===== config.mk =====
export PLATFORM = sky130hd
export DESIGN_NAME = rc_channel_unpack_to_pulse_flat
export DESIGN_NICKNAME = d
export VERILOG_FILES = /design/src/design/rcu_pkg.sv /design/src/design/rcu_if.sv /design/src/design/rc_channel_unpack_to_pulse.sv /design/src/design/rcu_front.sv /design/src/design/rcu_queue.sv /design/src/design/rcu_back.sv /design/src/flat_wrapper.sv
export SDC_FILE = /design/constraint.sdc
export NUM_CORES = 1
export LEC_CHECK = 0
export BUFFER_PORTS_ARGS = -buffer_cell sky130_fd_sc_hd__clkbuf_2
export CAP_MARGIN = 15
export CORE_MARGIN = 4
export CORE_UTILIZATION = 70
export CTS_CLUSTER_DIAMETER = 50
export DETAILED_ROUTE_END_ITERATION = 10
export PLACE_DENSITY = 0.88
export SKIP_LAST_GASP = 1
export SLEW_MARGIN = 20
export SYNTH_ARGS = -nofsm -noshare
export SYNTH_HDL_FRONTEND = slang
export SYNTH_SLANG_ARGS = --single-unit

===== constraint.sdc =====
create_clock -name clk_i -period 13.5 [get_ports clk_i]
set_input_delay 1.35 -clock clk_i [delete_from_list [all_inputs] [get_ports clk_i]]
set_output_delay 1.35 -clock clk_i [all_outputs]
set_load 0.005 [all_outputs]

===== src/design/rcu_pkg.sv =====
`default_nettype none

package rcu_pkg;

  localparam int unsigned FIELD_BITS   = 11;
  localparam int unsigned ACC_BITS     = 18;
  localparam int unsigned HELD_BITS    = 5;
  localparam int unsigned DONE_BITS    = 5;
  localparam int unsigned INDEX_BITS   = 4;
  localparam int unsigned PULSE_BITS   = 12;

  localparam int unsigned SCALE_SHIFT  = 10;
  localparam int unsigned SCALE_DIV    = 1639;
  localparam int unsigned SCALE_RECIP  = 2620480;
  localparam int unsigned RECIP_BITS   = 22;
  localparam int unsigned RECIP_SHIFT  = 22;
  localparam int unsigned PULSE_OFFSET = 881;

  localparam int unsigned QUEUE_DEPTH  = 2;
  localparam int unsigned QUEUE_PTR_W  = 1;
  localparam int unsigned QUEUE_CNT_W  = 2;

  typedef struct packed {
    logic [INDEX_BITS-1:0] index;
    logic [FIELD_BITS-1:0] value;
    logic                  last;
  } entry_t;

endpackage

`default_nettype wire


===== src/design/rcu_if.sv =====
`default_nettype none

interface rcu_in_if;
  logic       valid;
  logic       ready;
  logic [7:0] data_byte;
  logic       frame_start;

  modport source (output valid, output data_byte, output frame_start, input ready);
  modport sink   (input valid, input data_byte, input frame_start, output ready);
endinterface

interface rcu_out_if;
  logic        valid;
  logic        ready;
  logic [3:0]  channel_index;
  logic [11:0] pulse_us;
  logic        last_channel;

  modport source (output valid, output channel_index, output pulse_us, output last_channel,
                  input ready);
  modport sink   (input valid, input channel_index, input pulse_us, input last_channel,
                  output ready);
endinterface

`default_nettype wire


===== src/design/rc_channel_unpack_to_pulse.sv =====
// Packed 11-bit RC channel decoder with pulse-width scaling.
// Throughput: one byte per cycle while the queue is not full; a byte that completes a channel sits in a
// two-entry queue, then passes a two-stage scaling pipeline (reciprocal multiply, correction).
// The completing byte is written into the queue, then registered in stage 1 and in the output register;
// an output stall holds it behind any earlier transaction still waiting ahead of it.
// Reset: asynchronous, active low; decoder idles until a byte with frame_start.
`default_nettype none

module rc_channel_unpack_to_pulse #(
  parameter int unsigned CHANNEL_COUNT = 16
) (
  input  wire logic clk_i,
  input  wire logic rst_ni,
  rcu_in_if.sink    in_i,
  rcu_out_if.source out_o
);

  logic            q_full, q_valid, q_pop, push, accept;
  rcu_pkg::entry_t push_entry, q_entry;

  assign in_i.ready = !q_full;
  assign accept     = in_i.valid && !q_full;

  rcu_front #(
    .CHANNEL_COUNT (CHANNEL_COUNT)
  ) u_front (
    .clk_i         (clk_i),
    .rst_ni        (rst_ni),
    .accept_i      (accept),
    .data_byte_i   (in_i.data_byte),
    .frame_start_i (in_i.frame_start),
    .push_o        (push),
    .entry_o       (push_entry)
  );

  rcu_queue u_queue (
    .clk_i   (clk_i),
    .rst_ni  (rst_ni),
    .push_i  (push),
    .entry_i (push_entry),
    .pop_i   (q_pop),
    .full_o  (q_full),
    .valid_o (q_valid),
    .entry_o (q_entry)
  );

  rcu_back u_back (
    .clk_i   (clk_i),
    .rst_ni  (rst_ni),
    .valid_i (q_valid),
    .entry_i (q_entry),
    .pop_o   (q_pop),
    .out_o   (out_o)
  );

endmodule

`default_nettype wire


===== src/design/rcu_front.sv =====
`default_nettype none

module rcu_front #(
  parameter int unsigned CHANNEL_COUNT = 16
) (
  input  wire logic                clk_i,
  input  wire logic                rst_ni,
  input  wire logic                accept_i,
  input  wire logic [7:0]          data_byte_i,
  input  wire logic                frame_start_i,
  output      logic                push_o,
  output      rcu_pkg::entry_t     entry_o
);

  localparam logic [rcu_pkg::DONE_BITS-1:0] ChanLimit =
      rcu_pkg::DONE_BITS'(CHANNEL_COUNT);

  logic [rcu_pkg::ACC_BITS-1:0]  acc_q, acc_d, acc_base, acc_new;
  logic [rcu_pkg::HELD_BITS-1:0] held_q, held_d, held_base, held_new;
  logic [rcu_pkg::DONE_BITS-1:0] done_q, done_d, done_base;
  logic                          active;
  logic                          emit;

  always_comb begin
    acc_base  = frame_start_i ? '0 : acc_q;
    held_base = frame_start_i ? '0 : held_q;
    done_base = frame_start_i ? '0 : done_q;
    active    = done_base < ChanLimit;
    acc_new   = acc_base |
                (rcu_pkg::ACC_BITS'(data_byte_i) << held_base);
    held_new  = held_base + rcu_pkg::HELD_BITS'(8);
    emit      = accept_i && active &&
                (held_new >= rcu_pkg::HELD_BITS'(rcu_pkg::FIELD_BITS));

    acc_d  = acc_q;
    held_d = held_q;
    done_d = done_q;
    if (accept_i) begin
      acc_d  = acc_base;
      held_d = held_base;
      done_d = done_base;
      if (active) begin
        acc_d  = acc_new;
        held_d = held_new;
        if (emit) begin
          acc_d  = acc_new >> rcu_pkg::FIELD_BITS;
          held_d = held_new - rcu_pkg::HELD_BITS'(rcu_pkg::FIELD_BITS);
          done_d = done_base + rcu_pkg::DONE_BITS'(1);
        end
      end
    end

    push_o        = emit;
    entry_o.index = done_base[rcu_pkg::INDEX_BITS-1:0];
    entry_o.value = acc_new[rcu_pkg::FIELD_BITS-1:0];
    entry_o.last  = (done_base == ChanLimit - rcu_pkg::DONE_BITS'(1));
  end

  always_ff @(posedge clk_i or negedge rst_ni) begin
    if (!rst_ni) begin
      acc_q  <= '0;
      held_q <= '0;
      done_q <= rcu_pkg::DONE_BITS'(16);
    end else begin
      acc_q  <= acc_d;
      held_q <= held_d;
      done_q <= done_d;
    end
  end

endmodule

`default_nettype wire


===== src/design/rcu_queue.sv =====
`default_nettype none

module rcu_queue (
  input  wire logic            clk_i,
  input  wire logic            rst_ni,
  input  wire logic            push_i,
  input  wire rcu_pkg::entry_t entry_i,
  input  wire logic            pop_i,
  output      logic            full_o,
  output      logic            valid_o,
  output      rcu_pkg::entry_t entry_o
);

  rcu_pkg::entry_t mem_q [rcu_pkg::QUEUE_DEPTH];

  logic [rcu_pkg::QUEUE_PTR_W-1:0] wr_q, rd_q;
  logic [rcu_pkg::QUEUE_CNT_W-1:0] cnt_q, cnt_d;
  logic                            do_push, do_pop;

  always_comb begin
    full_o  = (cnt_q == rcu_pkg::QUEUE_CNT_W'(rcu_pkg::QUEUE_DEPTH));
    valid_o = (cnt_q != '0);
    entry_o = mem_q[rd_q];
    do_push = push_i && !full_o;
    do_pop  = pop_i && valid_o;
    cnt_d   = cnt_q + rcu_pkg::QUEUE_CNT_W'(do_push) - rcu_pkg::QUEUE_CNT_W'(do_pop);
  end

  always_ff @(posedge clk_i) begin
    if (do_push) begin
      mem_q[wr_q] <= entry_i;
    end
  end

  always_ff @(posedge clk_i or negedge rst_ni) begin
    if (!rst_ni) begin
      wr_q  <= '0;
      rd_q  <= '0;
      cnt_q <= '0;
    end else begin
      cnt_q <= cnt_d;
      if (do_push) begin
        wr_q <= wr_q + rcu_pkg::QUEUE_PTR_W'(1);
      end
      if (do_pop) begin
        rd_q <= rd_q + rcu_pkg::QUEUE_PTR_W'(1);
      end
    end
  end

endmodule

`default_nettype wire


===== src/design/rcu_back.sv =====
`default_nettype none

module rcu_back (
  input  wire logic            clk_i,
  input  wire logic            rst_ni,
  input  wire logic            valid_i,
  input  wire rcu_pkg::entry_t entry_i,
  output      logic            pop_o,
  rcu_out_if.source            out_o
);

  localparam int unsigned ProdW = rcu_pkg::FIELD_BITS + rcu_pkg::RECIP_BITS;
  localparam int unsigned NumW  = rcu_pkg::FIELD_BITS + rcu_pkg::SCALE_SHIFT;

  // stage 1: quotient estimate, may be one low
  logic                                 s1_valid_q;
  rcu_pkg::entry_t                      s1_entry_q;
  logic [rcu_pkg::FIELD_BITS-1:0]       s1_quot_q;
  logic [ProdW-1:0]                     prod;

  // stage 2: correction and offset
  logic                                 out_valid_q;
  logic [rcu_pkg::INDEX_BITS-1:0]       out_index_q;
  logic [rcu_pkg::PULSE_BITS-1:0]       out_pulse_q;
  logic                                 out_last_q;

  logic                                 out_free, s1_take;
  logic [NumW-1:0]                      num, back_prod, rem;
  logic [rcu_pkg::FIELD_BITS-1:0]       quot;
  logic [rcu_pkg::PULSE_BITS-1:0]       pulse;

  always_comb begin
    out_free  = !out_valid_q || out_o.ready;
    s1_take   = !s1_valid_q || out_free;
    pop_o     = valid_i && s1_take;
    prod      = ProdW'(entry_i.value) * ProdW'(rcu_pkg::SCALE_RECIP);

    num       = NumW'(s1_entry_q.value) << rcu_pkg::SCALE_SHIFT;
    back_prod = NumW'(s1_quot_q) * NumW'(rcu_pkg::SCALE_DIV);
    rem       = num - back_prod;
    quot      = s1_quot_q + rcu_pkg::FIELD_BITS'(rem >= NumW'(rcu_pkg::SCALE_DIV));
    pulse     = rcu_pkg::PULSE_BITS'(quot) + rcu_pkg::PULSE_BITS'(rcu_pkg::PULSE_OFFSET);

    out_o.valid         = out_valid_q;
    out_o.channel_index = out_index_q;
    out_o.pulse_us      = out_pulse_q;
    out_o.last_channel  = out_last_q;
  end

  always_ff @(posedge clk_i) begin
    if (pop_o) begin
      s1_entry_q <= entry_i;
      s1_quot_q  <= prod[rcu_pkg::RECIP_SHIFT +: rcu_pkg::FIELD_BITS];
    end
    if (s1_valid_q && out_free) begin
      out_index_q <= s1_entry_q.index;
      out_pulse_q <= pulse;
      out_last_q  <= s1_entry_q.last;
    end
  end

  always_ff @(posedge clk_i or negedge rst_ni) begin
    if (!rst_ni) begin
      s1_valid_q  <= 1'b0;
      out_valid_q <= 1'b0;
    end else begin
      if (s1_take) begin
        s1_valid_q <= valid_i;
      end
      if (out_free) begin
        out_valid_q <= s1_valid_q;
      end
    end
  end

endmodule

`default_nettype wire


===== src/flat_wrapper.sv =====
// flat-port wrapper written by rule: the top's interface ports become plain ports
module rc_channel_unpack_to_pulse_flat 
#(
  parameter int unsigned CHANNEL_COUNT = 16
)
  (clk_i, rst_ni, in_i_valid, in_i_data_byte, in_i_frame_start, in_i_ready, out_o_valid, out_o_channel_index, out_o_pulse_us, out_o_last_channel, out_o_ready);
  rcu_in_if in_i_i ();
  rcu_out_if out_o_i ();
  input  wire logic clk_i;
  input  wire logic rst_ni;
  input wire logic [$bits(in_i_i.valid)-1:0] in_i_valid;
  input wire logic [$bits(in_i_i.data_byte)-1:0] in_i_data_byte;
  input wire logic [$bits(in_i_i.frame_start)-1:0] in_i_frame_start;
  output wire logic [$bits(in_i_i.ready)-1:0] in_i_ready;
  output wire logic [$bits(out_o_i.valid)-1:0] out_o_valid;
  output wire logic [$bits(out_o_i.channel_index)-1:0] out_o_channel_index;
  output wire logic [$bits(out_o_i.pulse_us)-1:0] out_o_pulse_us;
  output wire logic [$bits(out_o_i.last_channel)-1:0] out_o_last_channel;
  input wire logic [$bits(out_o_i.ready)-1:0] out_o_ready;
  assign in_i_i.valid = in_i_valid;
  assign in_i_i.data_byte = in_i_data_byte;
  assign in_i_i.frame_start = in_i_frame_start;
  assign in_i_ready = in_i_i.ready;
  assign out_o_valid = out_o_i.valid;
  assign out_o_channel_index = out_o_i.channel_index;
  assign out_o_pulse_us = out_o_i.pulse_us;
  assign out_o_last_channel = out_o_i.last_channel;
  assign out_o_i.ready = out_o_ready;
  rc_channel_unpack_to_pulse #(.CHANNEL_COUNT(CHANNEL_COUNT)) u_core (.clk_i(clk_i), .rst_ni(rst_ni), .in_i(in_i_i), .out_o(out_o_i));
endmodule

==> results of run 1 <==
## final cells by class
| cell class | count | area (sq um) |
|---|---|---|
| Multi-Input combinational cell | 674 | 6700 |
| Fill cell | 954 | 3430 |
| Sequential cell | 110 | 3130 |
| Inverter | 202 | 758 |
| Tap cell | 184 | 230 |
| Clock buffer | 9 | 225 |
| Timing Repair Buffer | 34 | 178 |
| Clock inverter | 7 | 93.8 |
## worst reg2reg max path, delay by kind of cell, from the launching register on
kind	cells	cell delay (ns)
simple gates	5	0.69
mux	2	0.58
xor+xnor	1	0.13
fa+ha+maj	9	3.64
compound gates	6	1.27
buf+inv	7	0.53
flops	1	0.60
## sequential cells by signal, summed over array words and instances, names as in the netlist
register	flops
u_core.u_back.out_o.pulse_us	12
u_core.u_back.out_o.valid	1
u_core.u_back.s1_quot_q	11
u_core.u_back.s1_valid_q	1
u_core.u_back.num	11
u_core.u_queue.wr_q	1
u_core.u_front.done_q	5
u_core.u_back.s1_entry_q	5
u_core.u_back.out_o.channel_index	4
u_core.u_front.held_q	5
u_core.u_front.acc_q	18
u_core.u_queue.mem_q	32
u_core.u_queue.rd_q	1
u_core.u_queue.cnt_q	2
u_core.u_back.out_o.last_channel	1
## placed cells by master, fill, tap and decap left out, drive strengths merged, types with 7 or more instances in the layout
| cell | instances |
|---|---|
| nor2b | 15 |
| clkbuf | 40 |
| inv | 206 |
| o22ai | 9 |
| edfxtp | 76 |
| nand3 | 16 |
| fa | 96 |
| a21o | 15 |
| dfrtp | 33 |
| ha | 153 |
| nor3 | 12 |
| nor2 | 42 |
| a21oi | 33 |
| nand2 | 67 |
| o21ai | 40 |
| mux2 | 17 |
| and3 | 7 |
| xnor2 | 35 |
| mux2i | 12 |
| xor2 | 14 |
## final timing paths
check	from	end	slack [ns]	depth (start not counted)
hold / removal	u_core.u_back.s1_entry_q[13]	u_core.u_back.out_o.channel_index[1]	0.43	0
min in group asynchronous	rst_ni	u_core.u_front.held_q[1]	1.09	1
setup / recovery	u_core.u_back.s1_quot_q[4]	u_core.u_back.out_o.pulse_us[10]	5.83	30
setup reg to reg	u_core.u_back.s1_quot_q[4]	u_core.u_back.out_o.pulse_us[10]	5.83	30
hold reg to reg	u_core.u_back.s1_entry_q[13]	u_core.u_back.out_o.channel_index[1]	0.43	0
max in group asynchronous	rst_ni	u_core.u_front.acc_q[8]	11.86	1
## kinds of logic (layout without fill, tap and decap cells)
| group | count (synthesis) | in the layout |
|---|---|---|
| compound gates | 153 | 153 |
| xor+xnor | 49 | 49 |
| fa+ha+maj | 249 | 249 |
| buf+inv | 216 | 252 |
| flops | 110 | 110 |
| mux | 34 | 34 |
| simple gates | 189 | 189 |
## routing by layer
layer,global-route usage (%),up-vias
li1,-,3430
met2,46.0,229
met3,3.36,38
met1,37.2,3552
met5,0,-
met4,5.95,0
## through the flow
step / util, % / hold slack, ns
floorplan: - / 0.400
global placement: 74.6 / 0.402
detailed placement: 74.6 / 0.412
CTS: 76.7 / 0.432
global route: 76.7 / 0.444
finish: 76.7 / 0.427
==> metrics, run 1 <==
Top FF cell, synth=edfxtp_1; initial antenna violation count=0; Clock Pin Slew Worst Setup and Hold Paths=0.09 ns; core area=14800 sq um; Mapped Nets=1262; CTS Hold Bufs=0; Critical Path AT=7.78 ns; simple-gate area share of the yosys netlist=8.59%; Synth Area in Compound Gates=10.1%; Final Cell Area=11300 sq um; DR vias/cell=5.94; Post-Route WL=22400 um; Synth Area in XOR/XNOR=4.01%; WL met3=1000 um; list of most frequent post-synthesis cells=200 x inv_1, 153 x ha_1, 96 x fa_1, 76 x edfxtp_1, 65 x nand2_1; CP top delay family=adder cells; aggregate global-route resource usage=26.9%; drc violations=0; synthesis-stage register bit count=110; WL met1=9510 um; CP endpoint kind=flop; top cells by area, synth=edfxtp_1 21%, fa_1 18%, ha_1 18%; synthesized area per cell=10.7 sq um; min cycle time layout=7.67 ns; total die area=17300 sq um; number of cells after detailed placement=1204; fraction of registers with async set/reset=30.9%; max-cap viol count=0; RSZ-0062 raised after global routing=false; largest net degree at the start of global routing=35; WL per Instance=18.3 um; DP HPWL=18000 um; Worst Path Required=13.60 ns; main combinational cell family by area after synthesis=adder cells; non-filler cells in the finished layout=1220; synth warn=0; vias in the first global route=7379; top cell type by total area after synthesis=edfxtp_1; crit start category=flop; # H-tree levels=3; Yosys cell types=74; post-synthesis mux area share=3.99%; Tightest Hold Check Type=reg -> reg; met2 WL=11400 um; Post-Syn Area=10700 sq um; setup violators final=0; Slowest-stage cell, CP=edfxtp_1; Post-CTS Setup Bufs=0; Critical Path Most Common Cell=inv_1; final setup TNS=0 ns; GPL Wtd Cong=0.945; Synth top area share=21.3%; CTS tree=yes; 1st-pass router iterations=5; Overflow after GRT=0; ant diodes=0; fin crit share=56.8%; highest routed layer=met4; Place WS=5.95 ns; layout cells sized above 1=10.2%; CTS max path bufs=2; Vias=7249; Die H=132 um; Syn-to-layout area delta=5.68%; Setup CP Type=reg -> reg; Fin Clk Skew=0.0198 ns; clk_lat worst skew=0.35 ns; worst slew pin tran=0.888 ns; FMAX=130 MHz; IO Pins=32; Port Buffers=31; Antenna Nets Post-Route=0; CP Buf/Inv Count=7; sequential area share after synthesis=29.3%; placed cell areas=11000 sq um; Iter 0 DRT Violations=619; PnR worst setup slack=5.83 ns; slew margin rel.=40.8%; max-slew violations=0; Sink Count=110; CTS root buf=clkbuf_16; Slowest Stage Delay on Critical Path=0.60 ns; Post-Synth Adder-Cell Area=35.8%; cts bufs inserted=9; most frequent cell after synthesis=inv_1; crit-path max FO=10; Mapped Cells=1000; starting density of the core=72.6%; die extent in x=132 um; post-cts resize count=0; Rows=44; final hold violations=0; outcome=complete, no violations; EDFF count, synth=76; Nets=1293; first-pass GRT wire length=37600 um
Power of run 1 is left out: the tool's default activity adds up to more than one toggle a clock period on the data nets, which glitch-free logic cannot reach.
==> run 2: changes to the inputs <==
- CORE_UTILIZATION: 70 -> 58
- PLACE_DENSITY: 0.88 -> 0.78
- clock period: 13.5 -> 6.7 ns (I/O delays scaled with it)
==> metrics, run 2 (synthesis results as in run 1) <==
Tightest Hold Check Type=in -> async; setup violators final=0 (unchanged); Antenna Nets Post-Route=0 (unchanged); aggregate global-route resource usage=22.4% (-4.5 points); crit start category=flop; Place WS=-0.247 ns (-6.20 ns); multi-input logic area=7100 sq um (+5.9%); Rows=49 (+11%); Critical Path AT=6.67 ns (-1.11 ns); CTS Hold Bufs=0 (unchanged); drc violations=0 (unchanged); CP Buf/Inv Count=5 (-2); Fin Clk Skew=0.0170 ns (-0.00284 ns); Final Hold Slack=0.419 ns (-0.00795 ns); cts bufs inserted=9 (unchanged); commonest non-fill, non-tap cell in the layout=inv_1; FMAX=153 MHz (+17%); DP HPWL=18100 um (+0.43%); Nets=1365 (+5.6%); final hold violations=0 (unchanged); Syn-to-layout area delta=15.0%; max-slew violations=0 (unchanged); Setup CP Type=reg -> reg; Clock Pin Slew Worst Setup and Hold Paths=0.09 ns (about the same); starting density of the core=59.2% (-13 points); ant diodes=0 (unchanged); largest net degree at the start of global routing=35 (unchanged); clk_lat worst skew=0.35 ns (about the same); Sink Count=110 (unchanged); Post-Route WL=23600 um (+5.4%); initial antenna violation count=0 (unchanged); Slowest Stage Delay on Critical Path=0.52 ns (-0.08 ns); CP top delay family=adder cells; WL per Instance=17.6 um (-3.8%); GPL Wtd Cong=0.931 (-1.4%); CTS root buf=clkbuf_16; Slowest-stage cell, CP=fa_1; FILL cells=1276 (+34%); core area=18100 sq um (+23%); vias in the first global route=7682 (+4.1%); Core Util, Final=68.1% (-8.6 points); min cycle time layout=6.56 ns (-1.12 ns); die extent in x=144 um (+9.3%); CP endpoint kind=flop; Vias=7569 (+4.4%); Port Buffers=31 (unchanged); fin crit share=97.9% (+41 points); Iter 0 DRT Violations=438 (-29%); 1st-pass router iterations=5 (unchanged); slew margin rel.=41.2% (+0.40 points); CTS max path bufs=2 (unchanged); Overflow after GRT=0 (unchanged); # H-tree levels=3 (unchanged); layout cells sized above 1=22.2% (+12 points); crit-path max FO=4 (-6); PnR worst setup slack=0.143 ns (-5.68 ns); max-cap viol count=0 (unchanged); total die area=20700 sq um (+19%); outcome=complete, no violations; number of cells after detailed placement=1306 (+8.5%); Die H=144 um (+9.3%); IO Pins=32 (unchanged); Largest register FFs=32 (unchanged); Worst Path Required=6.81 ns (-6.79 ns); sequential cell area=3130 sq um (unchanged); CTS tree=yes; Biggest register=u_core.u_queue.mem_q; worst slew pin tran=0.882 ns (-0.00593 ns); DR vias/cell=5.66 (-4.7%); non-filler cells in the finished layout=1337 (+9.6%); reg-to-reg slack, setup=0.14 ns (-5.68 ns); first-pass GRT wire length=37100 um (-1.3%); most frequent cells in the layout=181 x inv_1, 126 x ha_1, 94 x fa_1
[run 2: final cells by class]
class	instances	area share, %
clock buffers	9	1.83
clock inverters	7	0.741
inverters	202	6.17
well taps	229	2.33
repair buffers	106	5.92
flip-flops and latches	110	25.4
multi-input cells	674	57.6
[run 2: per-layer routing]
metal / track usage (%) / vias up / routed length, um
met3: 3.06 / 33 / 1310
met1: 31.9 / 3755 / 10100
li1: - / 3563 / -
met2: 37.1 / 218 / 11800
met4: 4.26 / 0 / 368
met5: 0 / - / 0
[run 2: worst register-to-register path, stage by stage (launching register included)]
cell and delay (ns):
edfxtp_1 0.45, inv_2 0.11, ha_1 0.25, inv_1 0.10, fa_1 0.45, fa_1 0.50, fa_1 0.49, inv_1 0.05
fa_1 0.52, inv_1 0.06, ha_4 0.24, a21o_1 0.18, a31o_4 0.23, a31o_4 0.27, a311oi_2 0.27, nand4_1 0.25
ha_4 0.27, ha_4 0.23, ha_4 0.17, inv_4 0.08, a211oi_4 0.05, o32ai_2 0.27, a31oi_2 0.16, nor2b_2 0.19
mux2i_1 0.21, a22oi_1 0.12, xnor2_1 0.15
[run 2: final timing paths]
kind                                                    from                                    to  cells after the start
worst max-delay path              u_core.u_back.s1_quot_q[1]      u_core.u_back.out_o.pulse_us[10]                     26
worst min-delay path                                  rst_ni              u_core.u_front.held_q[1]                      1
worst max register to register    u_core.u_back.s1_quot_q[1]      u_core.u_back.out_o.pulse_us[10]                     26
worst min register to register  u_core.u_back.s1_entry_q[13]  u_core.u_back.out_o.channel_index[1]                      0
max in group asynchronous                             rst_ni               u_core.u_front.acc_q[9]                      1
min in group clk_i              u_core.u_back.s1_entry_q[13]  u_core.u_back.out_o.channel_index[1]                      0
[run 2: repair_timing]
| item | CTS | global route |
|---|---|---|
| setup buffers | 8 | 8 |
| endpoints found under the setup margin | 2 | 5 |
| pin swaps | 12 | 43 |
| gates resized for setup | 11 | 72 |
| endpoints found under the hold margin | 0 | 0 |
[run 2: metrics by stage]
step | setup TNS (ns) | instance area (sq um)
floorplan | 0 | 10700
detailed placement | -0.247 | 11500
global placement | -0.0475 | 11500
global route | -0.419 | 12300
CTS | 0 | 11900
finish | 0 | 12300
Power of run 2 is left out for the same reason.
